`config.mk`:
```
export PLATFORM = sky130hd
export DESIGN_NAME = windowed_sum_squares_flatline
export DESIGN_NICKNAME = d
export VERILOG_FILES = /design/src/design/wssf_pkg.sv /design/src/design/wssf_lane.sv /design/src/design/wssf_window.sv /design/src/design/windowed_sum_squares_flatline.sv
export SDC_FILE = /design/constraint.sdc
export NUM_CORES = 1
export LEC_CHECK = 0
export BUFFER_PORTS_ARGS = -buffer_cell sky130_fd_sc_hd__clkbuf_2
export CORE_MARGIN = 1
export CORE_UTILIZATION = 60
export CTS_CLUSTER_DIAMETER = 200
export DETAILED_ROUTE_END_ITERATION = 8
export PLACE_DENSITY = 0.78
export SLEW_MARGIN = 30
export SYNTH_ARGS = -nofsm -noshare
export SYNTH_HDL_FRONTEND = slang
export SYNTH_HIERARCHICAL = 1
export SYNTH_SLANG_ARGS = --single-unit
```
`constraint.sdc`:
```
create_clock -name clk -period 8.8 [get_ports clk]
set_input_delay 1.32 -clock clk [delete_from_list [all_inputs] [get_ports clk]]
set_output_delay 1.32 -clock clk [all_outputs]
set_load 0.1 [all_outputs]
```
`src/design/wssf_pkg.sv`:
```
// Package for the windowed sum-of-squares block: widths, register indexes, reset values and lane control.
// No dependencies; used by every module of the block.
`default_nettype none

package wssf_pkg;

  localparam int ADC_BITS       = 12;
  localparam int CODE_W         = ADC_BITS;
  localparam int SQ_W           = 2 * ADC_BITS;
  localparam int ACC_W          = 37;
  localparam int OUT_W          = 36;
  localparam int LEN_W          = 13;
  localparam int CFG_IDX_W      = 3;
  localparam int CFG_DATA_W     = 13;
  localparam int MAX_WINDOW_DEF = 4096;

  localparam logic [CODE_W-1:0] VOLTAGE_OFFSET_RST = CODE_W'(2084);
  localparam logic [CODE_W-1:0] CURRENT_OFFSET_RST = CODE_W'(2048);
  localparam logic [CODE_W-1:0] FLAT_THRESHOLD_RST = CODE_W'(150);
  localparam logic [LEN_W-1:0]  FLAT_LIMIT_RST     = LEN_W'(480);
  localparam logic [LEN_W-1:0]  WINDOW_LEN_RST     = LEN_W'(1000);

  typedef enum logic [CFG_IDX_W-1:0] {
    REG_VOLTAGE_OFFSET = 3'd0,
    REG_CURRENT_OFFSET = 3'd1,
    REG_FLAT_THRESHOLD = 3'd2,
    REG_FLAT_LIMIT     = 3'd3,
    REG_WINDOW_LEN     = 3'd4
  } cfg_reg_t;

  // Control from the window unit to both lanes.
  typedef struct packed {
    logic load;     // a new word enters the squaring stage
    logic advance;  // the squared word is folded into the accumulator
    logic clear;    // that word closes the window
  } lane_ctl_t;

endpackage

`default_nettype wire

```
`src/design/wssf_lane.sv`:
```
// One channel lane: offset removal, squaring stage and saturating accumulator.
// Depends on wssf_pkg.
`default_nettype none

module wssf_lane (
  input  wire logic                        clk,
  input  wire logic                        rst,
  input  wire logic [wssf_pkg::CODE_W-1:0] code,
  input  wire logic [wssf_pkg::CODE_W-1:0] offset,
  input  wire wssf_pkg::lane_ctl_t         ctl,
  output logic      [wssf_pkg::ACC_W-1:0]  sum
);

  logic [wssf_pkg::CODE_W-1:0] diff;
  logic [wssf_pkg::SQ_W-1:0]   square;
  logic [wssf_pkg::SQ_W-1:0]   sq;
  logic [wssf_pkg::ACC_W-1:0]  acc;
  logic [wssf_pkg::ACC_W:0]    sum_wide;

  always_comb begin
    diff   = (code >= offset) ? (code - offset) : (offset - code);
    square = wssf_pkg::SQ_W'(diff) * wssf_pkg::SQ_W'(diff);
  end

  // The running sum including the word in the squaring stage, held at full scale.
  always_comb begin
    sum_wide = {1'b0, acc} + (wssf_pkg::ACC_W + 1)'(sq);
    sum      = sum_wide[wssf_pkg::ACC_W] ? '1 : sum_wide[wssf_pkg::ACC_W-1:0];
  end

  always_ff @(posedge clk) begin
    if (ctl.load) begin
      sq <= square;
    end
  end

  always_ff @(posedge clk) begin
    if (rst) begin
      acc <= '0;
    end else if (ctl.advance) begin
      acc <= ctl.clear ? '0 : sum;
    end
  end

endmodule

`default_nettype wire

```
`src/design/wssf_window.sv`:
```
// Window control and merge: flow control, sample and flat counters, result register.
// Depends on wssf_pkg; combines the sums of the two wssf_lane instances.
`default_nettype none

module wssf_window #(
  parameter int MAX_WINDOW = wssf_pkg::MAX_WINDOW_DEF
) (
  input  wire logic                        clk,
  input  wire logic                        rst,
  input  wire logic                        in_valid,
  output logic                             in_stall,
  input  wire logic [wssf_pkg::CODE_W-1:0] voltage_code,
  input  wire logic [wssf_pkg::CODE_W-1:0] flat_threshold,
  input  wire logic [wssf_pkg::LEN_W-1:0]  flat_limit,
  input  wire logic [wssf_pkg::LEN_W-1:0]  window_len,
  output wssf_pkg::lane_ctl_t              ctl,
  input  wire logic [wssf_pkg::ACC_W-1:0]  voltage_sum,
  input  wire logic [wssf_pkg::ACC_W-1:0]  current_sum,
  output logic                             out_valid,
  input  wire logic                        out_stall,
  output logic      [wssf_pkg::OUT_W-1:0]  voltage_sum_sq,
  output logic      [wssf_pkg::OUT_W-1:0]  current_sum_sq,
  output logic                             flatlined
);

  localparam int CNT_W = $clog2(MAX_WINDOW + 1);
  localparam int CMP_W = ((CNT_W > wssf_pkg::LEN_W) ? CNT_W : wssf_pkg::LEN_W) + 1;

  logic                       s1_valid;
  logic                       s1_flat;
  logic [CNT_W-1:0]           sample_count;
  logic [wssf_pkg::LEN_W-1:0] flat_count;
  logic [wssf_pkg::LEN_W-1:0] flat_count_next;
  logic [CMP_W-1:0]           count_inc;
  logic [CMP_W-1:0]           win;
  logic                       s1_last;
  logic                       out_free;
  logic                       s2_go;
  logic                       s1_ready;
  logic                       is_flat;

  always_comb begin
    if (window_len == '0) begin
      win = CMP_W'(1);
    end else if (CMP_W'(window_len) > CMP_W'(MAX_WINDOW)) begin
      win = CMP_W'(MAX_WINDOW);
    end else begin
      win = CMP_W'(window_len);
    end
    count_inc = CMP_W'(sample_count) + CMP_W'(1);
    s1_last   = (count_inc >= win);

    flat_count_next = (s1_flat && (flat_count != '1)) ? (flat_count + 1'b1) : flat_count;
    is_flat         = (flat_count_next >= flat_limit);

    // A word that closes a window waits only if the result register is still occupied and stalled.
    out_free = !out_valid || !out_stall;
    s2_go    = s1_valid && (!s1_last || out_free);
    s1_ready = !s1_valid || s2_go;
    in_stall = !s1_ready;

    ctl.load    = in_valid && s1_ready;
    ctl.advance = s2_go;
    ctl.clear   = s1_last;
  end

  always_ff @(posedge clk) begin
    if (rst) begin
      s1_valid <= 1'b0;
    end else if (s1_ready) begin
      s1_valid <= in_valid;
    end
  end

  always_ff @(posedge clk) begin
    if (ctl.load) begin
      s1_flat <= (voltage_code <= flat_threshold);
    end
  end

  always_ff @(posedge clk) begin
    if (rst) begin
      sample_count <= '0;
      flat_count   <= '0;
    end else if (s2_go) begin
      if (s1_last) begin
        sample_count <= '0;
        flat_count   <= '0;
      end else begin
        sample_count <= count_inc[CNT_W-1:0];
        flat_count   <= flat_count_next;
      end
    end
  end

  always_ff @(posedge clk) begin
    if (rst) begin
      out_valid <= 1'b0;
    end else if (s2_go && s1_last) begin
      out_valid <= 1'b1;
    end else if (!out_stall) begin
      out_valid <= 1'b0;
    end
  end

  always_ff @(posedge clk) begin
    if (s2_go && s1_last) begin
      flatlined <= is_flat;
      if (is_flat) begin
        voltage_sum_sq <= '0;
        current_sum_sq <= '0;
      end else begin
        voltage_sum_sq <= (|voltage_sum[wssf_pkg::ACC_W-1:wssf_pkg::OUT_W]) ?
                          '1 : voltage_sum[wssf_pkg::OUT_W-1:0];
        current_sum_sq <= (|current_sum[wssf_pkg::ACC_W-1:wssf_pkg::OUT_W]) ?
                          '1 : current_sum[wssf_pkg::OUT_W-1:0];
      end
    end
  end

endmodule

`default_nettype wire

```
`src/design/windowed_sum_squares_flatline.sv`:
```
// Top level of the windowed sum-of-squares block with flatline detection.
// Depends on wssf_pkg, wssf_lane and wssf_window.
//
//   Channel   Handshake            Word
//   cfg       cfg_we               cfg_index, cfg_data
//   in        in_valid / in_stall  voltage_code, current_code
//   out       out_valid / out_stall voltage_sum_sq, current_sum_sq, flatlined
//
// One sample word is taken every cycle while in_stall is low; a word goes through the
// squaring stage, then the accumulate stage, which also registers the window result.
// The two lanes square and accumulate side by side; one 12x12 multiply per lane sets
// the stage length. Reset clears the counters, accumulators and valid flags and loads
// the register defaults. Input stalls only while a word that closes a window meets a
// result that is still waiting on out_stall.
`default_nettype none

module windowed_sum_squares_flatline #(
  parameter int MAX_WINDOW = wssf_pkg::MAX_WINDOW_DEF
) (
  input  wire logic                            clk,
  input  wire logic                            rst,
  input  wire logic                            cfg_we,
  input  wire logic [wssf_pkg::CFG_IDX_W-1:0]  cfg_index,
  input  wire logic [wssf_pkg::CFG_DATA_W-1:0] cfg_data,
  input  wire logic                            in_valid,
  output logic                                 in_stall,
  input  wire logic [wssf_pkg::CODE_W-1:0]     voltage_code,
  input  wire logic [wssf_pkg::CODE_W-1:0]     current_code,
  output logic                                 out_valid,
  input  wire logic                            out_stall,
  output logic      [wssf_pkg::OUT_W-1:0]      voltage_sum_sq,
  output logic      [wssf_pkg::OUT_W-1:0]      current_sum_sq,
  output logic                                 flatlined
);

  logic [wssf_pkg::CODE_W-1:0] voltage_offset;
  logic [wssf_pkg::CODE_W-1:0] current_offset;
  logic [wssf_pkg::CODE_W-1:0] flat_threshold;
  logic [wssf_pkg::LEN_W-1:0]  flat_limit;
  logic [wssf_pkg::LEN_W-1:0]  window_len;
  wssf_pkg::lane_ctl_t         ctl;
  logic [wssf_pkg::ACC_W-1:0]  voltage_sum;
  logic [wssf_pkg::ACC_W-1:0]  current_sum;

  always_ff @(posedge clk) begin
    if (rst) begin
      voltage_offset <= wssf_pkg::VOLTAGE_OFFSET_RST;
      current_offset <= wssf_pkg::CURRENT_OFFSET_RST;
      flat_threshold <= wssf_pkg::FLAT_THRESHOLD_RST;
      flat_limit     <= wssf_pkg::FLAT_LIMIT_RST;
      window_len     <= wssf_pkg::WINDOW_LEN_RST;
    end else if (cfg_we) begin
      case (wssf_pkg::cfg_reg_t'(cfg_index))
        wssf_pkg::REG_VOLTAGE_OFFSET: voltage_offset <= cfg_data[wssf_pkg::CODE_W-1:0];
        wssf_pkg::REG_CURRENT_OFFSET: current_offset <= cfg_data[wssf_pkg::CODE_W-1:0];
        wssf_pkg::REG_FLAT_THRESHOLD: flat_threshold <= cfg_data[wssf_pkg::CODE_W-1:0];
        wssf_pkg::REG_FLAT_LIMIT:     flat_limit     <= cfg_data[wssf_pkg::LEN_W-1:0];
        wssf_pkg::REG_WINDOW_LEN:     window_len     <= cfg_data[wssf_pkg::LEN_W-1:0];
        default: begin
        end
      endcase
    end
  end

  wssf_lane u_voltage_lane (
    .clk    (clk),
    .rst    (rst),
    .code   (voltage_code),
    .offset (voltage_offset),
    .ctl    (ctl),
    .sum    (voltage_sum)
  );

  wssf_lane u_current_lane (
    .clk    (clk),
    .rst    (rst),
    .code   (current_code),
    .offset (current_offset),
    .ctl    (ctl),
    .sum    (current_sum)
  );

  wssf_window #(
    .MAX_WINDOW (MAX_WINDOW)
  ) u_window (
    .clk            (clk),
    .rst            (rst),
    .in_valid       (in_valid),
    .in_stall       (in_stall),
    .voltage_code   (voltage_code),
    .flat_threshold (flat_threshold),
    .flat_limit     (flat_limit),
    .window_len     (window_len),
    .ctl            (ctl),
    .voltage_sum    (voltage_sum),
    .current_sum    (current_sum),
    .out_valid      (out_valid),
    .out_stall      (out_stall),
    .voltage_sum_sq (voltage_sum_sq),
    .current_sum_sq (current_sum_sq),
    .flatlined      (flatlined)
  );

endmodule

`default_nettype wire

```
# ---- Yosys cells after proc, flatten, opt, wreduce, memory -nomap -nowiden
# Cells that the tools add are included.
dict set report op_classes {
  addsub 8
  multipliers 2
  order_cmp 6
  eq_ne 6
  muxes 15
  reduce_logical 19
}
# cell n
set op_table {}
lappend op_table {{two-way mux 37 bit} 4}
lappend op_table {{adder 37 x 24 -> 38 bit} 2}
lappend op_table {{two-way mux 36 bit} 2}
lappend op_table {{two-way mux 13 bit} 5}
lappend op_table {{multiplier 12 x 12 -> 24 bit} 2}
lappend op_table {{subtractor 12 bit} 4}
lappend op_table {{greater-or-equal comparator 12 bit} 2}
lappend op_table {{two-way mux 12 bit} 2}
lappend op_table {{adder 13 x 1 -> 14 bit, second input constant} 1}
lappend op_table {{greater-or-equal comparator 14 x 13 -> 1 bit} 1}
lappend op_table {{adder 13 x 1 -> 13 bit, second input constant} 1}
lappend op_table {{greater-or-equal comparator 13 bit} 1}
lappend op_table {{> comparator 13 bit, second input constant} 1}
lappend op_table {{logical NOT 13 bit} 1}
lappend op_table {{!= test 13 bit, second input constant} 1}
lappend op_table {{less-or-equal comparator 12 bit} 1}
lappend op_table {{AND reduction 2 bit} 5}
lappend op_table {{== test 3 x 2 -> 1 bit, second input constant} 2}
lappend op_table {{logical NOT 1 bit} 5}
lappend op_table {{logical AND 1 bit} 4}
lappend op_table {{== test 3 x 1 -> 1 bit, second input constant} 1}
lappend op_table {{== test 3 bit, second input constant} 1}
lappend op_table {{logical NOT 3 bit} 1}
lappend op_table {{logical OR 1 bit} 3}
lappend op_table {{2 further kinds} 3}
dict set report totals {
  reg_bits 286
  output_inout_bits 75
}

# ---- Depth between registers and ports, before layout
dict set report depth {
  ltp_word 9
  mapped_depth 32
  depth_no_buf 32
}

# ---- Modules after synthesis
# The synthesis kept the hierarchy.
# module instances cells_per_inst area_each_um2 seq_area_each_um2
set modules_own_cells {}
lappend modules_own_cells {{wssf_lane at u_current_lane} 1 1020 8813.5 1431.4}
lappend modules_own_cells {{wssf_lane at u_voltage_lane} 1 1016 8724.6 1431.4}
lappend modules_own_cells {wssf_window 1 608 5728.0 2782.7}
lappend modules_own_cells {windowed_sum_squares_flatline 1 234 2484.9 1241.2}

# ---- Worst setup path after synthesis
# OpenSTA, ideal clock, no wires.
dict set report synth_timing {
  path_kind {input port to flip-flop}
  startpoint {in current_code[0] (netlist bit)}
  endpoint {reg u_current_lane/sq[23] (netlist bit) (data pin)}
  arrival_ns 7.786
  required_ns 8.541
  slack_ns 0.756
  cell_stages 29
  path_cell_list {inv_1 > ha_1 > inv_1 > fa_1 > nand3_1 > a311oi_2 > a211oi_4 > mux2i_1 > o221ai_1 > xnor2_1 > buf_2 > nor2_1 > fa_1 > inv_1 > fa_1 > inv_1 > fa_1 > fa_1 > inv_1 > fa_1 > inv_1 > ha_1 > or2_2 > a21oi_1 > a21oi_1 > nand3_1 > nand3_1 > a311o_1 > xor2_1}
}
dict set report synth_via {
  elab_chain_len 3
  elab_cells_between_ends 5
  classes_between {add/sub (2); mul (1); order compare (1); mux (1)}
}
# element line_no
set synth_lines {}
lappend synth_lines {{start: declaration} windowed_sum_squares_flatline.sv:28} ;# input wire logic [wssf_pkg::CODE_W-1:0] current_code,
lappend synth_lines {{subtractor 12 bit or greater-or-equal comparator 12 bit (tied branches)} wssf_lane.sv:21} ;# diff = (code >= offset) ? (code - offset) : (offset - code);
lappend synth_lines {{two-way mux 12 bit *} wssf_lane.sv:21}
lappend synth_lines {{multiplier 12 x 12 -> 24 bit *} wssf_lane.sv:22} ;# square = wssf_pkg::SQ_W'(diff) * wssf_pkg::SQ_W'(diff);
lappend synth_lines {{via u_current_lane.square (one bit)} wssf_lane.sv:15} ;# logic [wssf_pkg::SQ_W-1:0] square;
lappend synth_lines {{end signal: assignment} wssf_lane.sv:33} ;# sq <= square;
lappend synth_lines {{end: declaration} wssf_lane.sv:16} ;# logic [wssf_pkg::SQ_W-1:0] sq;
# The timed path passes the listed nets; every way through them passes the cells marked *.
# A chain may end at the register's enable or synchronous reset.

# ---- Final worst setup path
dict set report layout_timing {
  startpoint {in voltage_code[0] (netlist bit)}
  endpoint {reg u_voltage_lane/sq[23] (netlist bit) (data pin)}
}
dict set report layout_via {
  elab_chain_len 3
  elab_cells_between_ends 5
  classes_between {add/sub (2); mul (1); order compare (1); mux (1)}
}
# element line_no
set layout_lines {}
lappend layout_lines {{start: declaration} windowed_sum_squares_flatline.sv:27} ;# input wire logic [wssf_pkg::CODE_W-1:0] voltage_code,
lappend layout_lines {{subtractor 12 bit or greater-or-equal comparator 12 bit (tied branches)} wssf_lane.sv:21}
lappend layout_lines {{two-way mux 12 bit *} wssf_lane.sv:21}
lappend layout_lines {{multiplier 12 x 12 -> 24 bit *} wssf_lane.sv:22}
lappend layout_lines {{via u_voltage_lane.square (one bit)} wssf_lane.sv:15}
lappend layout_lines {{end signal: assignment} wssf_lane.sv:33}
lappend layout_lines {{end: declaration} wssf_lane.sv:16}
# Marks and branches as above.

==> run_summary.xml <==
<?xml version="1.0" encoding="UTF-8"?>
<metrics>
  <group name="outcome">
    <metric name="run_status" unit="">finished clean</metric>
  </group>
  <group name="sta">
    <metric name="finalCritPeriodShare" unit="%">93.3</metric>
    <metric name="total_negative_slack" unit="ns">0</metric>
    <metric name="finalWorstPathRequiredPeriod" unit="ns">8.21</metric>
    <metric name="final_max_slew_viol_count" unit="">0</metric>
    <metric name="timing.clock.skew" unit="ns">0.0226</metric>
    <metric name="timing_hold_violations_final" unit="">0</metric>
    <metric name="grt_setup_unrepaired" unit="">false</metric>
    <metric name="setup_viol" unit="">0</metric>
    <metric name="fmax" unit="GHz">0.122</metric>
    <metric name="maxSlewHeadroom" unit="%">35.6</metric>
    <metric name="worst_slew_pin_slew" unit="ns">0.965</metric>
  </group>
  <group name="run">
    <metric name="drv.max_cap_violation_count" unit="">0</metric>
  </group>
  <group name="cts">
    <metric name="cts_inserted_buffers" unit="">31</metric>
    <metric name="ctsRootBufferMaster" unit="">clkbuf_16</metric>
    <metric name="ctsHoldBuffers" unit="">0</metric>
    <metric name="clock_sink_count" unit="">284</metric>
    <metric name="clk_pin_slew" unit="ns">0.06</metric>
    <metric name="ctsHtreeMaxLevel" unit="">1</metric>
    <metric name="cts.repair.resized" unit="">0</metric>
    <metric name="cts-root-to-sink-buffers" unit="">3</metric>
    <metric name="clk_latency" unit="ns">0.59</metric>
    <metric name="cts_tree" unit="">done</metric>
    <metric name="post_cts_buffers" unit="">0</metric>
  </group>
  <group name="logic_synthesis">
    <metric name="yosysTopAreaCell" unit="">edfxtp_1</metric>
    <metric name="synth_warn" unit="">6</metric>
    <metric name="syn-cell-area" unit="um^2">25800</metric>
    <metric name="ys_ff_latch" unit="">284</metric>
    <metric name="syn-mean-instance-area" unit="um^2">8.95</metric>
    <metric name="synth_seq_area_share" unit="%">26.7</metric>
    <metric name="async_reset_ff_share" unit="%">0</metric>
    <metric name="syn_inst" unit="">2878</metric>
    <metric name="yosys_most_used_dff" unit="">dfxtp_1</metric>
    <metric name="synth_cell_types" unit="">98</metric>
    <metric name="synth_area_leaders" unit="">edfxtp_1 14%, fa_1 13%, dfxtp_1 13%, ha_1 12%, inv_1 5.7%</metric>
    <metric name="synth_top_area_share" unit="%">14.0</metric>
    <metric name="syn-num-nets" unit="">3343</metric>
    <metric name="most_used_standard_cell_by_instance_count_after_synthesis" unit="">inv_1</metric>
    <metric name="post_synth_edffs" unit="">120</metric>
    <metric name="netlist_top_cells_count" unit="">389 x inv_1, 269 x nor2_1, 252 x ha_1, 188 x nand2_1, 168 x fa_1</metric>
  </group>
  <group name="cells_and_area">
    <metric name="antennaDiodeCount" unit="">0</metric>
    <metric name="number_of_nets_in_the_layout" unit="">3413</metric>
    <metric name="syn_to_final_growth" unit="%">8.77</metric>
    <metric name="layout-drive-gt1-share" unit="%">10.1</metric>
  </group>
  <group name="setup_path">
    <metric name="worst-r2r-cell-count" unit="">29</metric>
    <metric name="cp_slowest_stage_delay" unit="ns">0.54</metric>
    <metric name="crit_fanout" unit="">8</metric>
    <metric name="cell_seen_most_often_among_critical_path_stages" unit="">inv_1</metric>
    <metric name="critical-path-slowest-cell" unit="">fa_1</metric>
    <metric name="startpoint_type_of_the_worst_setup_path" unit="">input pin</metric>
    <metric name="path_class" unit="">input pin to register</metric>
    <metric name="required_arrival_time_at_the_worst_endpoint" unit="ns">9.12</metric>
    <metric name="critPathCaptureType" unit="">register</metric>
    <metric name="arrival_time_of_data_at_the_critical_path_endpoint" unit="ns">8.53</metric>
  </group>
  <group name="die">
    <metric name="placement_rows" unit="">75</metric>
    <metric name="die_w" unit="um">209</metric>
    <metric name="core_region_area" unit="um^2">42100</metric>
    <metric name="starting_density_of_the_core" unit="%">61.1</metric>
    <metric name="dieArea" unit="um^2">43800</metric>
    <metric name="ioPinCount" unit="">120</metric>
    <metric name="dieHeight" unit="um">209</metric>
  </group>
  <group name="detailed_routing">
    <metric name="wirelength" unit="um">61600</metric>
    <metric name="initial_drt_pass_iterations" unit="">6</metric>
    <metric name="drc_errors" unit="">0</metric>
    <metric name="route.detailed.wl_per_inst" unit="um">17.6</metric>
    <metric name="initialDrtViolationCount" unit="">1572</metric>
    <metric name="final_antenna_net_count" unit="">0</metric>
    <metric name="vias" unit="">20700</metric>
    <metric name="via_per_inst" unit="">5.89</metric>
  </group>
  <group name="grt">
    <metric name="grt_overflow_total" unit="">0</metric>
    <metric name="track_usage" unit="%">28.0</metric>
    <metric name="grt_max_degree" unit="">75</metric>
    <metric name="first_global_vias" unit="">20400</metric>
    <metric name="antenna_violations_before_repair" unit="">1</metric>
    <metric name="grt_pass1_wl" unit="um">101000</metric>
  </group>
  <group name="place">
    <metric name="gpl.final_weighted_congestion" unit="">0.912</metric>
    <metric name="hpwl_after_detailed_placement" unit="um">47400</metric>
    <metric name="port_buffers" unit="">119</metric>
  </group>
  <group name="hold_path">
    <metric name="hold_path.class" unit="">register to register</metric>
    <metric name="worst_hold_path.num_cells" unit="">2</metric>
  </group>
</metrics>
-- path summary, 6_finish.rpt --
kind,startpoint,to,slack (ns)
max,voltage_code[0],u_voltage_lane/sq[23],0.59
min reg2reg,flat_threshold[10],flat_threshold[10],0.48
min,flat_threshold[10],flat_threshold[10],0.48
max reg2reg,voltage_offset[7],u_voltage_lane/sq[23],1.05
-- worst max-delay path: cells and delay by family --
kind	cells	cell delay (ns)
AO/OA/AOI/OAI	6	1.36
adder cells (fa/ha/maj)	8	3.27
buffers and inverters	8	0.48
XOR/XNOR	2	0.45
AND/OR/NAND/NOR	8	1.66
-- layout by cell type, fill, tap and decap left out, drive strengths merged, types with 73 or more instances in the layout --
cell type  instances
a21o              73
a21oi            140
clkbuf           159
dfxtp            164
edfxtp           120
fa               168
ha               252
inv              402
mux2i             80
nand2            190
nand2b            84
nor2             271
nor3             102
o21ai             74
xnor2             87
-- stage by stage --
stage               utilization (%)  instances  worst slack [ns]  area, um^2  hold WS, ns
floorplan                         -       2878             0.756       25800        0.443
global placement               63.7       3454             0.288       26800        0.461
detailed placement             63.7       3454            0.0561       26800        0.465
CTS                            66.4       3512             0.644       28000        0.483
global route                   66.5       3512             0.156       28000        0.497
finish                         66.5       3512             0.591       28000        0.483
-- area by class of cell --
type,instances,area (um^2)
clock buffer,41,875
fill,3352,14100
tap,539,674
timing repair buffer,157,883
sequential,284,6890
multi-input combinational,2074,16900
inverter,400,1500
clock inverter,17,290
-- logic make-up after synthesis --
family / Yosys count / synth area share, %
AOI/OAI and AO/OA: 547 / 14.9
buffers and inverters: 520 / 7.93
and+or+nand+nor: 886 / 16.8
DFF: 284 / 26.7
xor gates and xnor gates: 132 / 4.75
adders and majority gates: 420 / 25.3
muxes: 89 / 3.58
-- registers in the layout (all words and copies together) (netlist names) --
name / flops
current_offset: 12
flat_limit: 13
flat_threshold: 12
u_current_lane/acc: 37
u_current_lane/sq: 23
u_voltage_lane/acc: 37
u_voltage_lane/sq: 23
u_window/current_sum_sq: 36
u_window/flat_count: 13
u_window/flatlined: 1
u_window/out_valid: 1
u_window/s1_flat: 1
u_window/s1_valid: 1
u_window/sample_count: 13
u_window/voltage_sum_sq: 36
voltage_offset: 12
window_len: 13
-- routing by layer --
layer / global-route usage [%] / vias up / share of wire (%)
met3: 4.54 / 97 / 6.1
li1: - / 9964 / -
met5: 0 / - / 0.018
met1: 38.8 / 9940 / 46
met2: 46.4 / 683 / 47
met4: 5.17 / 2 / 1.4
Power is not shown: default switching activity piles up to over one toggle a cycle in this logic, so the estimate is an artifact.
